$ cat src/hw/rtl/clcd_pkg.sv
// clcd_pkg: shared types and constants for the character-LCD bus write sequencer.
// No dependencies; all other files but clcd_checker refer to it by scoped names.
`default_nettype none

package clcd_pkg;

    localparam int unsigned HOLD_W = 24;

    // configuration register indexes
    localparam logic [1:0] CFG_BUS_EIGHT_BIT       = 2'd0;
    localparam logic [1:0] CFG_NIBBLE_ON_HIGH_HALF = 2'd1;
    localparam logic [1:0] CFG_PHASE_HOLD_CYCLES   = 2'd2;

    localparam logic       RST_BUS_EIGHT_BIT       = 1'b1;
    localparam logic       RST_NIBBLE_ON_HIGH_HALF = 1'b1;
    localparam logic [HOLD_W-1:0] RST_PHASE_HOLD_CYCLES = 24'd50000;

    localparam logic [7:0] NIB_HI_MASK = 8'hF0;
    localparam logic [7:0] NIB_LO_MASK = 8'h0F;

    // one classified write, as queued between front and back
    typedef struct packed {
        logic       rs;         // register select level for the write
        logic       eight_bit;  // five-state 8-bit transfer
        logic [7:0] hi_bus;     // bus level of the first (or only) data transfer
        logic [7:0] lo_bus;     // bus level of the second nibble transfer
    } cmd_t;

    // pin state sequence, one-hot
    typedef enum logic [7:0] {
        ST_SELECT   = 8'b0000_0001,
        ST_EN_HI    = 8'b0000_0010,
        ST_DATA_HI  = 8'b0000_0100,
        ST_EN_LO    = 8'b0000_1000,
        ST_EN_HI2   = 8'b0001_0000,
        ST_DATA_LO  = 8'b0010_0000,
        ST_EN_LO2   = 8'b0100_0000,
        ST_CLEAR    = 8'b1000_0000
    } step_t;

    // one pin state beat
    typedef struct packed {
        logic       rs;
        logic       en;
        logic [7:0] bus;
        logic       last;
    } pins_t;

endpackage

`default_nettype wire

$ cat src/hw/rtl/clcd_front.sv
// clcd_front: accepts write beats and classifies them into queued commands.
// Depends on clcd_pkg (cmd_t, nibble masks).
`default_nettype none

module clcd_front
(
    input  wire logic          s_tvalid,
    output logic               s_tready,
    input  wire logic [7:0]    s_tdata,      // [7:0] value
    input  wire logic          s_tuser,      // [0] operation
    input  wire logic          bus_eight_bit,
    input  wire logic          nibble_on_high_half,
    output logic               push_valid,
    input  wire logic          push_ready,
    output clcd_pkg::cmd_t     push_cmd
);

    logic [7:0] hi_placed;
    logic [7:0] lo_placed;

    always_comb
    begin
        if (nibble_on_high_half)
        begin
            hi_placed = s_tdata & clcd_pkg::NIB_HI_MASK;
            lo_placed = {s_tdata[3:0], 4'b0000};
        end
        else
        begin
            hi_placed = {4'b0000, s_tdata[7:4]};
            lo_placed = s_tdata & clcd_pkg::NIB_LO_MASK;
        end
    end

    always_comb
    begin
        push_cmd.rs        = s_tuser;
        push_cmd.eight_bit = bus_eight_bit;
        push_cmd.hi_bus    = bus_eight_bit ? s_tdata : hi_placed;
        push_cmd.lo_bus    = lo_placed;
    end

    assign push_valid = s_tvalid;
    assign s_tready   = push_ready;

endmodule

`default_nettype wire

$ cat src/hw/rtl/clcd_fifo.sv
// clcd_fifo: short command queue between the front and the back.
// Depends on clcd_pkg (cmd_t).
`default_nettype none

module clcd_fifo
#(
    parameter int unsigned DEPTH = 2
)
(
    input  wire logic           clk,
    input  wire logic           rst_n,
    input  wire logic           push_valid,
    output logic                push_ready,
    input  clcd_pkg::cmd_t      push_cmd,
    output logic                pop_valid,
    input  wire logic           pop_ready,
    output clcd_pkg::cmd_t      pop_cmd
);

    localparam int unsigned AW = (DEPTH > 1) ? $clog2(DEPTH) : 1;
    localparam int unsigned CW = $clog2(DEPTH + 1);
    localparam logic [AW-1:0] LAST_SLOT = AW'(DEPTH - 1);
    localparam logic [CW-1:0] FULL_CNT  = CW'(DEPTH);

    clcd_pkg::cmd_t  mem_reg [DEPTH];
    logic [AW-1:0]   wr_ptr_reg, wr_ptr_next;
    logic [AW-1:0]   rd_ptr_reg, rd_ptr_next;
    logic [CW-1:0]   count_reg, count_next;
    logic            do_push, do_pop;

    assign push_ready = (count_reg != FULL_CNT);
    assign pop_valid  = (count_reg != '0);
    assign do_push    = push_valid && push_ready;
    assign do_pop     = pop_valid && pop_ready;
    assign pop_cmd    = mem_reg[rd_ptr_reg];

    always_comb
    begin
        wr_ptr_next = wr_ptr_reg;
        rd_ptr_next = rd_ptr_reg;
        count_next  = count_reg;
        if (do_push)
        begin
            wr_ptr_next = (wr_ptr_reg == LAST_SLOT) ? '0 : wr_ptr_reg + AW'(1);
        end
        if (do_pop)
        begin
            rd_ptr_next = (rd_ptr_reg == LAST_SLOT) ? '0 : rd_ptr_reg + AW'(1);
        end
        if (do_push && !do_pop)
        begin
            count_next = count_reg + CW'(1);
        end
        else if (do_pop && !do_push)
        begin
            count_next = count_reg - CW'(1);
        end
    end

    always_ff @(posedge clk or negedge rst_n)
    begin
        if (!rst_n)
        begin
            wr_ptr_reg <= '0;
            rd_ptr_reg <= '0;
            count_reg  <= '0;
        end
        else
        begin
            wr_ptr_reg <= wr_ptr_next;
            rd_ptr_reg <= rd_ptr_next;
            count_reg  <= count_next;
        end
    end

    always_ff @(posedge clk)
    begin
        if (do_push)
        begin
            mem_reg[wr_ptr_reg] <= push_cmd;
        end
    end

endmodule

`default_nettype wire

$ cat src/hw/rtl/clcd_back.sv
// clcd_back: steps each queued command through its pin states, spacing the
// states by phase_hold_cycles. Depends on clcd_pkg (cmd_t, step_t, pins_t).
`default_nettype none

module clcd_back
(
    input  wire logic                          clk,
    input  wire logic                          rst_n,
    input  wire logic [clcd_pkg::HOLD_W-1:0]   phase_hold_cycles,
    input  wire logic                          pop_valid,
    output logic                               pop_ready,
    input  clcd_pkg::cmd_t                     pop_cmd,
    output logic                               m_tvalid,
    input  wire logic                          m_tready,
    output clcd_pkg::pins_t                    m_pins
);

    clcd_pkg::cmd_t  cur_reg;
    clcd_pkg::cmd_t  cmd;
    clcd_pkg::step_t step_reg, step_next;
    clcd_pkg::pins_t beat;
    clcd_pkg::pins_t pins_reg;
    logic            busy_reg, busy_next;
    logic            out_valid_reg, out_valid_next;
    logic [clcd_pkg::HOLD_W-1:0] hold_reg, hold_next, hold_load;
    logic            slot_free, emit;

    assign cmd       = busy_reg ? cur_reg : pop_cmd;
    assign slot_free = !out_valid_reg || m_tready;
    assign emit      = slot_free && (hold_reg == '0) && (busy_reg || pop_valid);
    assign pop_ready = emit && !busy_reg;
    // a hold of zero behaves as one
    assign hold_load = (phase_hold_cycles == '0) ? '0
                                                 : phase_hold_cycles - clcd_pkg::HOLD_W'(1);

    always_comb
    begin
        beat.rs   = cmd.rs;
        beat.en   = 1'b0;
        beat.bus  = 8'h00;
        beat.last = 1'b0;
        step_next = step_reg;
        unique case (step_reg)
            clcd_pkg::ST_SELECT:
            begin
                step_next = clcd_pkg::ST_EN_HI;
            end
            clcd_pkg::ST_EN_HI:
            begin
                beat.en   = 1'b1;
                step_next = clcd_pkg::ST_DATA_HI;
            end
            clcd_pkg::ST_DATA_HI:
            begin
                beat.en   = 1'b1;
                beat.bus  = cmd.hi_bus;
                step_next = clcd_pkg::ST_EN_LO;
            end
            clcd_pkg::ST_EN_LO:
            begin
                beat.bus  = cmd.hi_bus;
                step_next = cmd.eight_bit ? clcd_pkg::ST_CLEAR : clcd_pkg::ST_EN_HI2;
            end
            clcd_pkg::ST_EN_HI2:
            begin
                // strobe rises again with the high nibble still on the bus
                beat.en   = 1'b1;
                beat.bus  = cmd.hi_bus;
                step_next = clcd_pkg::ST_DATA_LO;
            end
            clcd_pkg::ST_DATA_LO:
            begin
                beat.en   = 1'b1;
                beat.bus  = cmd.lo_bus;
                step_next = clcd_pkg::ST_EN_LO2;
            end
            clcd_pkg::ST_EN_LO2:
            begin
                beat.bus  = cmd.lo_bus;
                step_next = clcd_pkg::ST_CLEAR;
            end
            clcd_pkg::ST_CLEAR:
            begin
                beat.rs   = 1'b0;
                beat.last = 1'b1;
                step_next = clcd_pkg::ST_SELECT;
            end
            default:
            begin
                step_next = clcd_pkg::ST_SELECT;
            end
        endcase
    end

    always_comb
    begin
        busy_next      = busy_reg;
        out_valid_next = out_valid_reg;
        hold_next      = hold_reg;
        if (hold_reg != '0)
        begin
            hold_next = hold_reg - clcd_pkg::HOLD_W'(1);
        end
        if (m_tready)
        begin
            out_valid_next = 1'b0;
        end
        if (emit)
        begin
            out_valid_next = 1'b1;
            hold_next      = hold_load;
            busy_next      = (step_reg != clcd_pkg::ST_CLEAR);
        end
    end

    always_ff @(posedge clk or negedge rst_n)
    begin
        if (!rst_n)
        begin
            step_reg      <= clcd_pkg::ST_SELECT;
            busy_reg      <= 1'b0;
            out_valid_reg <= 1'b0;
            hold_reg      <= '0;
        end
        else
        begin
            busy_reg      <= busy_next;
            out_valid_reg <= out_valid_next;
            hold_reg      <= hold_next;
            if (emit)
            begin
                step_reg <= step_next;
            end
        end
    end

    always_ff @(posedge clk)
    begin
        if (pop_ready)
        begin
            cur_reg <= pop_cmd;
        end
        if (emit)
        begin
            pins_reg <= beat;
        end
    end

    assign m_tvalid = out_valid_reg;
    assign m_pins   = pins_reg;

endmodule

`default_nettype wire

$ cat src/hw/rtl/char_lcd_bus_write_sequencer_top.sv
// char_lcd_bus_write_sequencer_top: character-LCD bus write sequencer.
// Depends on clcd_pkg, clcd_front, clcd_fifo and clcd_back.
//
//  channel   direction  signals                     contents
//  s_*       in         tvalid tready tdata tuser   one byte write per beat
//  m_*       out        tvalid tready tdata tuser   one pin state per beat
//                       tlast
//  cfg_*     in         wr_en addr wdata            mode and hold registers
//
// An 8-bit write gives 5 pin-state beats, a 4-bit write 8. Consecutive beats
// leave the back end paced by phase_hold_cycles (a hold of 0 behaves as 1)
// and by any m_tready stall; the state stepper in the back end sets that
// pacing. The front end keeps accepting into a FIFO_DEPTH queue while the
// back end steps or m_tready is low, until that queue is full.
// Reset clears the queue, the stepper and the output valid; the registers
// return to 8-bit mode, nibble on bits 7..4 and a hold of 50000.
`default_nettype none

module char_lcd_bus_write_sequencer_top
#(
    parameter int unsigned FIFO_DEPTH = 2
)
(
    input  wire logic        clk,
    input  wire logic        rst_n,
    input  wire logic        s_tvalid,
    output logic             s_tready,
    input  wire logic [7:0]  s_tdata,     // [7:0] value
    input  wire logic        s_tuser,     // [0] operation
    output logic             m_tvalid,
    input  wire logic        m_tready,
    output logic [15:0]      m_tdata,     // [0] enable_pin, [8:1] bus_pins, [15:9] zero
    output logic             m_tuser,     // [0] reg_select
    output logic             m_tlast,     // last_state
    input  wire logic        cfg_wr_en,
    input  wire logic [1:0]  cfg_addr,
    input  wire logic [23:0] cfg_wdata
);

    logic                        bus8_reg;
    logic                        hi_half_reg;
    logic [clcd_pkg::HOLD_W-1:0] hold_reg;

    logic            push_valid, push_ready;
    logic            pop_valid, pop_ready;
    clcd_pkg::cmd_t  push_cmd, pop_cmd;
    clcd_pkg::pins_t pins;

    always_ff @(posedge clk or negedge rst_n)
    begin
        if (!rst_n)
        begin
            bus8_reg    <= clcd_pkg::RST_BUS_EIGHT_BIT;
            hi_half_reg <= clcd_pkg::RST_NIBBLE_ON_HIGH_HALF;
            hold_reg    <= clcd_pkg::RST_PHASE_HOLD_CYCLES;
        end
        else if (cfg_wr_en)
        begin
            unique case (cfg_addr)
                clcd_pkg::CFG_BUS_EIGHT_BIT:       bus8_reg    <= cfg_wdata[0];
                clcd_pkg::CFG_NIBBLE_ON_HIGH_HALF: hi_half_reg <= cfg_wdata[0];
                clcd_pkg::CFG_PHASE_HOLD_CYCLES:   hold_reg    <= cfg_wdata;
                default:
                begin
                end
            endcase
        end
    end

    clcd_front u_front
    (
        .s_tvalid            (s_tvalid),
        .s_tready            (s_tready),
        .s_tdata             (s_tdata),
        .s_tuser             (s_tuser),
        .bus_eight_bit       (bus8_reg),
        .nibble_on_high_half (hi_half_reg),
        .push_valid          (push_valid),
        .push_ready          (push_ready),
        .push_cmd            (push_cmd)
    );

    clcd_fifo #(
        .DEPTH (FIFO_DEPTH)
    ) u_fifo
    (
        .clk        (clk),
        .rst_n      (rst_n),
        .push_valid (push_valid),
        .push_ready (push_ready),
        .push_cmd   (push_cmd),
        .pop_valid  (pop_valid),
        .pop_ready  (pop_ready),
        .pop_cmd    (pop_cmd)
    );

    clcd_back u_back
    (
        .clk               (clk),
        .rst_n             (rst_n),
        .phase_hold_cycles (hold_reg),
        .pop_valid         (pop_valid),
        .pop_ready         (pop_ready),
        .pop_cmd           (pop_cmd),
        .m_tvalid          (m_tvalid),
        .m_tready          (m_tready),
        .m_pins            (pins)
    );

    assign m_tdata = {7'b000_0000, pins.bus, pins.en};
    assign m_tuser = pins.rs;
    assign m_tlast = pins.last;

endmodule

`default_nettype wire

$ cat config.mk
export PLATFORM = sky130hd
export DESIGN_NAME = char_lcd_bus_write_sequencer_top
export DESIGN_NICKNAME = d
export VERILOG_FILES = /design/src/hw/rtl/clcd_pkg.sv /design/src/hw/rtl/clcd_front.sv /design/src/hw/rtl/clcd_fifo.sv /design/src/hw/rtl/clcd_back.sv /design/src/hw/rtl/char_lcd_bus_write_sequencer_top.sv
export SDC_FILE = /design/constraint.sdc
export NUM_CORES = 1
export LEC_CHECK = 0
export ABC_AREA = 1
export BUFFER_PORTS_ARGS = -buffer_cell sky130_fd_sc_hd__buf_2
export CORE_ASPECT_RATIO = 2
export CORE_MARGIN = 5
export CORE_UTILIZATION = 50
export CTS_BUF_LIST = sky130_fd_sc_hd__clkbuf_2
export CTS_CLUSTER_DIAMETER = 30
export DETAILED_ROUTE_END_ITERATION = 6
export PLACE_DENSITY_LB_ADDON = 0.25
export SETUP_SLACK_MARGIN = 0.4
export SYNTH_ARGS = -nofsm -noshare
export SYNTH_HDL_FRONTEND = slang
export SYNTH_SLANG_ARGS = --single-unit
$ cat constraint.sdc
create_clock -name clk -period 3.7 [get_ports clk]
set_clock_uncertainty 0.05 [all_clocks]
set_input_delay 0 -clock clk [delete_from_list [all_inputs] [get_ports clk]]
set_output_delay 0 -clock clk [all_outputs]
set_load 0.02 [all_outputs]
After elaboration in Yosys (flattened, before gate mapping)

Memory sizes are Yosys's and may differ from the RTL's.
Index checks and enable logic that the tools add are counted.

Bits in registers: 93
Bits in writable memories: 36
Word-level logic and storage cells: 84
Memories: 1

Add/sub/neg operators: 6
Eq/ne operators: 12
Multiplexer cells: 20
Reduce and logical (&&, ||, !) cells: 27

Memories:

| name           | depth | bits a word | read ports | clocked after Yosys merged registers in | write ports | line            | RTL |
|---|---|---|---|---|---|---|---|
| u_fifo.mem_reg | 2     | 18          | 1          | 0                                       | 1           | clcd_fifo.sv:25 | `clcd_pkg::cmd_t mem_reg [DEPTH];` |

Operators with widths:

| operator                                             | count |
|---|---|
| two-way mux 24 bit                                   | 3 |
| one-hot mux 8 bit (7 select lines)                   | 1 |
| logical NOT 24 bit                                   | 2 |
| subtractor 24 x 1 -> 24 bit (second input constant)  | 2 |
| two-way mux 8 bit                                    | 4 |
| nonzero test 24 bit                                  | 1 |
| two-way mux 18 bit                                   | 1 |
| one-hot mux 8 bit (2 select lines)                   | 1 |
| equality test 8 x 1 -> 1 bit (second input constant) | 1 |
| equality test 8 x 2 -> 1 bit (second input constant) | 1 |
| equality test 8 x 3 -> 1 bit (second input constant) | 1 |
| equality test 8 x 4 -> 1 bit (second input constant) | 1 |
| equality test 8 x 5 -> 1 bit (second input constant) | 1 |
| equality test 8 x 6 -> 1 bit (second input constant) | 1 |
| equality test 8 x 7 -> 1 bit (second input constant) | 1 |
| equality test 8 bit (second input constant)          | 1 |
| two-way mux 1 bit                                    | 8 |
| != test 8 bit (second input constant)                | 1 |
| nonzero test 2 bit                                   | 4 |
| logical AND 1 bit                                    | 7 |
| AND reduction 2 bit                                  | 3 |
| logical NOT 1 bit                                    | 4 |
| two-way mux 2 bit                                    | 2 |
| OR reduction 4 bit                                   | 1 |
| 10 further kinds                                     | 12 |

Logic depth before layout (Yosys ltp)

Depth after elaboration: 9
Depth in mapped cells: 13
Gate-level depth less buffers: 13

Cells and area by module

A second synthesis with hierarchy kept.

Cell total of the unflattened synthesis: 878
Area, all modules: 7,096.8 sq um

Modules (own cells, without submodules):

| module                           | instances | cells an instance | area each (sq um) |
|---|---|---|---|
| clcd_back                        | 1         | 586               | 4,129.0 |
| clcd_fifo                        | 1         | 122               | 1,566.5 |
| char_lcd_bus_write_sequencer_top | 1         | 128               | 1,204.9 |
| clcd_front                       | 1         | 42                | 196.4 |

Worst setup path after synthesis

Ideal clock, no wire load.

Path type: register to register
Start: register u_back.hold_reg[0] (netlist bit)
End: register u_fifo.count_reg[1]
Library setup time: 0.131 ns
Arrival time: 2.470 ns
Setup slack: 1.049 ns
Cell stages (with the launch flop): 14
Buffers on the path: 0
Clock period less this slack: 2.651 ns
Path through: dfrtp_1 > inv_1 > ha_1 > inv_1 > nor2_1 > nand3_1 > nor2_4 > nand4_4 > nor2_2 > inv_1 > ha_1 > a21oi_1 > o21ai_0 > xor2_1

Longest elaborated chain between the ends: 8
Elaborated cells between the ends (all ways): 10

RTL lines:

| item                                                    | line                                   | RTL |
|---|---|---|
| start: declaration                                      | clcd_back.sv:25                        | `logic [clcd_pkg::HOLD_W-1:0] hold_reg, hold_next, hold_load;` |
| start signal: assignment                                | clcd_back.sv:129                       | `hold_reg <= hold_next;` |
| logical NOT 24 bit *                                    | clcd_back.sv:30                        | `assign emit = slot_free && (hold_reg == '0) && (busy_reg \|\| pop_valid);` |
| logical AND 1 bit * (2 in a row)                        | clcd_back.sv:30                        |  |
| logical AND 1 bit *                                     | clcd_back.sv:31                        | `assign pop_ready = emit && !busy_reg;` |
| via pop_ready                                           | char_lcd_bus_write_sequencer_top.sv:45 | `logic pop_valid, pop_ready;` |
| logical AND 1 bit *                                     | clcd_fifo.sv:34                        | `assign do_pop = pop_valid && pop_ready;` |
| logical NOT 1 bit                                       | clcd_fifo.sv:50                        | `if (do_push && !do_pop)` |
| logical AND 1 bit                                       | clcd_fifo.sv:50                        |  |
| two-way mux 2 bit or nonzero test 2 bit (tied branches) | -                                      |  |
| end signal: assignment                                  | clcd_fifo.sv:72                        | `count_reg <= count_next;` |
| end: declaration                                        | clcd_fifo.sv:28                        | `logic [CW-1:0] count_reg, count_next;` |

Mark *: on every way through the listed nets, which the timed path passes. The rest lies on a longest branch.
A chain may end at the register's enable or synchronous reset.

Worst setup path after layout

Start: register u_back.hold_reg[4] (netlist bit)
End: register u_back.hold_reg[17] (netlist bit)

Longest elaborated chain between the ends: 4
Elaborated cells between the ends (all ways): 8

RTL lines:

| item |
|---|
| branches (longest 4 deep; another with subtractor 24 x 1 -> 24 bit) |

Parallel ways; which one is timed is not known. The select of a mux whose other input is x is not followed.

==> metrics <==
commonest non-fill, non-tap cell in the layout=nand2_1; crit path max-delay cell type=nand3_2; wire per inst=17.24 um; die width=92.96 um; setup TNS=0 ns; Leakage=3.650 nW; WL final=19140 um; multi-input logic area=2851 um2; Vias/cell=5.268; I/O pin total=60; Startpoint Class=flip-flop; FF-to-FF path depth=9; initial antenna violation count=1; Via Count=5847; Final GP Congestion=0.9725; Reg area=3565 um2; CTS sink count=129; relative slew slack=37.52%; Highest Clock Rate=410.0 MHz; max reg flops=36; Hold Fails Final Rpt=0; Initial DRT Pass Iterations=5; clock buffer depth=2; CTS tree=yes; Die H=175.9 um; synthesized instance count=837; Row Count=60; Cell Chain, Critical Path=nor2_1, nand2_1, nor2_2, nand2_1, nor2_1, nand3_2, nor2_1, nor2_1, nor2_1; Final period util=65.92%; clock-pin slew on the worst setup and hold paths=0.21 ns; Nets=986; H-tree levels=4; fin util=58.94%; launching point of the worst reg2reg path=u_back.hold_reg[4]; reg-to-reg setup timing slack=1.26 ns; register area share after synthesis=51.80%; share of cells above drive strength 1=14.36%; R2R Path End=u_back.hold_reg[17]; # DRC=0; Root Buffer=clkbuf_2; synthesized area=6882 um2; post-synth cell types=38; WP data arrival=3.00 ns; hold path depth=4; Yosys reg bits=129; pwr dens=476.2 nW/um2; Setup-failing EPs final=0; overall routing resource usage=24.72%; area grow syn2layout=15.73%; post-layout minimum cycle time=2.439 ns; DIE AREA=16350 um2; Post-DP HPWL=14640 um; Req. time, crit path=4.26 ns; Worst-Margin Slew=0.9346 ns; RSZ-0062 raised after global routing=false; Yosys warning total=0; filler instances=1231; hold crit path type=input port to flip-flop; drt first-iter violations=386; status=finished, final reports clean; most frequent cells in the layout=256 x nand2_1, 127 x nor2_1, 88 x inv_1; CTS Buf Count=17; Initial Utilization=50.93%; WS Path Type=flip-flop to flip-flop; Max Cap Viol=0; crit-path most repeated cell=nor2_1; max-slew violations=0; first-pass GRT wire length=30620 um; hold endpoint=hold_reg[2]; CP Capture Type=flip-flop; CP Max Fanout=25; Hold WS=0.06643 ns; worst skew pair latency=0.68 ns; port bufs=52; Post-DRT Antenna Nets=0; grt total ovfl=0; syn_area_per_cell=8.222 um2; delay of the slowest critical-path stage=0.49 ns; vias in the first global route=6141; peak supply drop=0.4268 mV; largest net degree at the start of global routing=31; Core ar.=13510 um2; hold path startpoint=cfg_wdata[2]
per-layer routing:
metal,part of all wire [%],track usage (%)
met1,33,21.98
met4,7.7,17.61
met5,0,0
met2,57,47.97
met3,2.6,4.072
cells by family after synthesis:
| group | Yosys count | share of synthesized area (%) |
|---|---|---|
| other | 1 | 0.05449 |
| AND/OR/NAND/NOR | 477 | 29.53 |
| XOR/XNOR | 25 | 3.182 |
| buffers and inverters | 116 | 7.091 |
| AO/OA/AOI/OAI | 79 | 6.618 |
| multiplexers | 5 | 0.8181 |
| adder cells (fa/ha/maj) | 5 | 0.9091 |
| flip-flops | 129 | 51.80 |
power by group:
group | switching (mW) | leakage, nW | internal [mW]
registers | 0.215 | 1.37 | 1.80
logic | 0.585 | 2.14 | 0.332
clock network | 0.594 | 0.137 | 0.269
total | 1.39 | 3.65 | 2.40
worst max path at each step:
stage	cells past startpoint	end	slack (ns)	startpoint
global route	11	u_back.hold_reg[19]	1.06	u_back.hold_reg[0]
finish	9	u_back.hold_reg[17]	1.26	u_back.hold_reg[4]
detailed placement	10	u_back.hold_reg[17]	1.33	u_back.hold_reg[0]
CTS	10	u_back.hold_reg[17]	1.27	u_back.hold_reg[0]
global placement	10	u_back.hold_reg[17]	1.30	u_back.hold_reg[0]
floorplan	13	u_fifo.count_reg[1]	1.05	u_back.hold_reg[0]
worst max-delay path, delay by kind of cell (launching register included):
kind | cells | cell delay [ns]
flip-flops | 1 | 0.45
AND/OR/NAND/NOR | 9 | 1.88
layout make-up:
class	count	area share [%]
multi-input cells	598	35.81
repair buffers	105	9.772
diodes	1	0.03142
inverters	90	4.242
clock buffers	18	1.131
flip-flops and latches	129	44.76
well taps	155	2.435
clock inverters	14	1.822
cells in the mapped netlist:
library cell  count  area [um2]
mux2_2            5       56.30
xor2_1           18       157.7
clkbuf_1          9       33.78
nor2_4            6       67.56
nand4_4           1       21.27
a21oi_2           4       35.03
o22ai_1           4       25.02
a21boi_0          1       7.510
buf_6             2       22.52
buf_2             6       30.03
a22o_1            8       70.07
conb_1            1       3.750
o21bai_1          2       15.01
nor4_1            1       6.260
nand2_1         256       960.9
inv_1            88       330.3
edfxtp_1         65        1952
nor3_1            3       15.01
a31oi_1           2       12.51
buf_4             8       60.06
xnor2_1           7       61.31
nor3_4            1       16.27
nor2_1          127       476.7
ha_1              5       62.56
nor2_2           10       62.56
inv_2             1       3.750
dfrtp_1          55        1376
nand3b_1          3       22.52
nand4_1          12       75.07
o21ai_0          14       70.07
dfstp_2           9       236.5
nand3_2           4       40.04
buf_1             1       3.750
nand2_2           2       12.51
o21ai_1           7       35.03
clkinv_1          1       3.750
a21oi_1          37       185.2
nand3_1          51       255.2
metrics by stage:
| step | worst slack [ns] | total power, mW | std cells | instance area (um2) |
|---|---|---|---|---|
| finish | 1.261 | 3.792 | 1110 | 7964 |
| global route | 1.057 | 4.026 | 1110 | 7964 |
| CTS | 1.269 | 3.805 | 1109 | 7961 |
| detailed placement | 1.326 | 2.907 | 1033 | 7276 |
| global placement | 1.303 | 2.894 | 1033 | 7276 |
| floorplan | 1.049 | 2.598 | 843 | 6904 |
repair_timing:
action,CTS,global route
hold endpoints to repair,170,0
setup buffers,0,0
gates resized for setup,0,0
hold buffers,44,0
No activity file was read; power rests on OpenSTA's default activity.
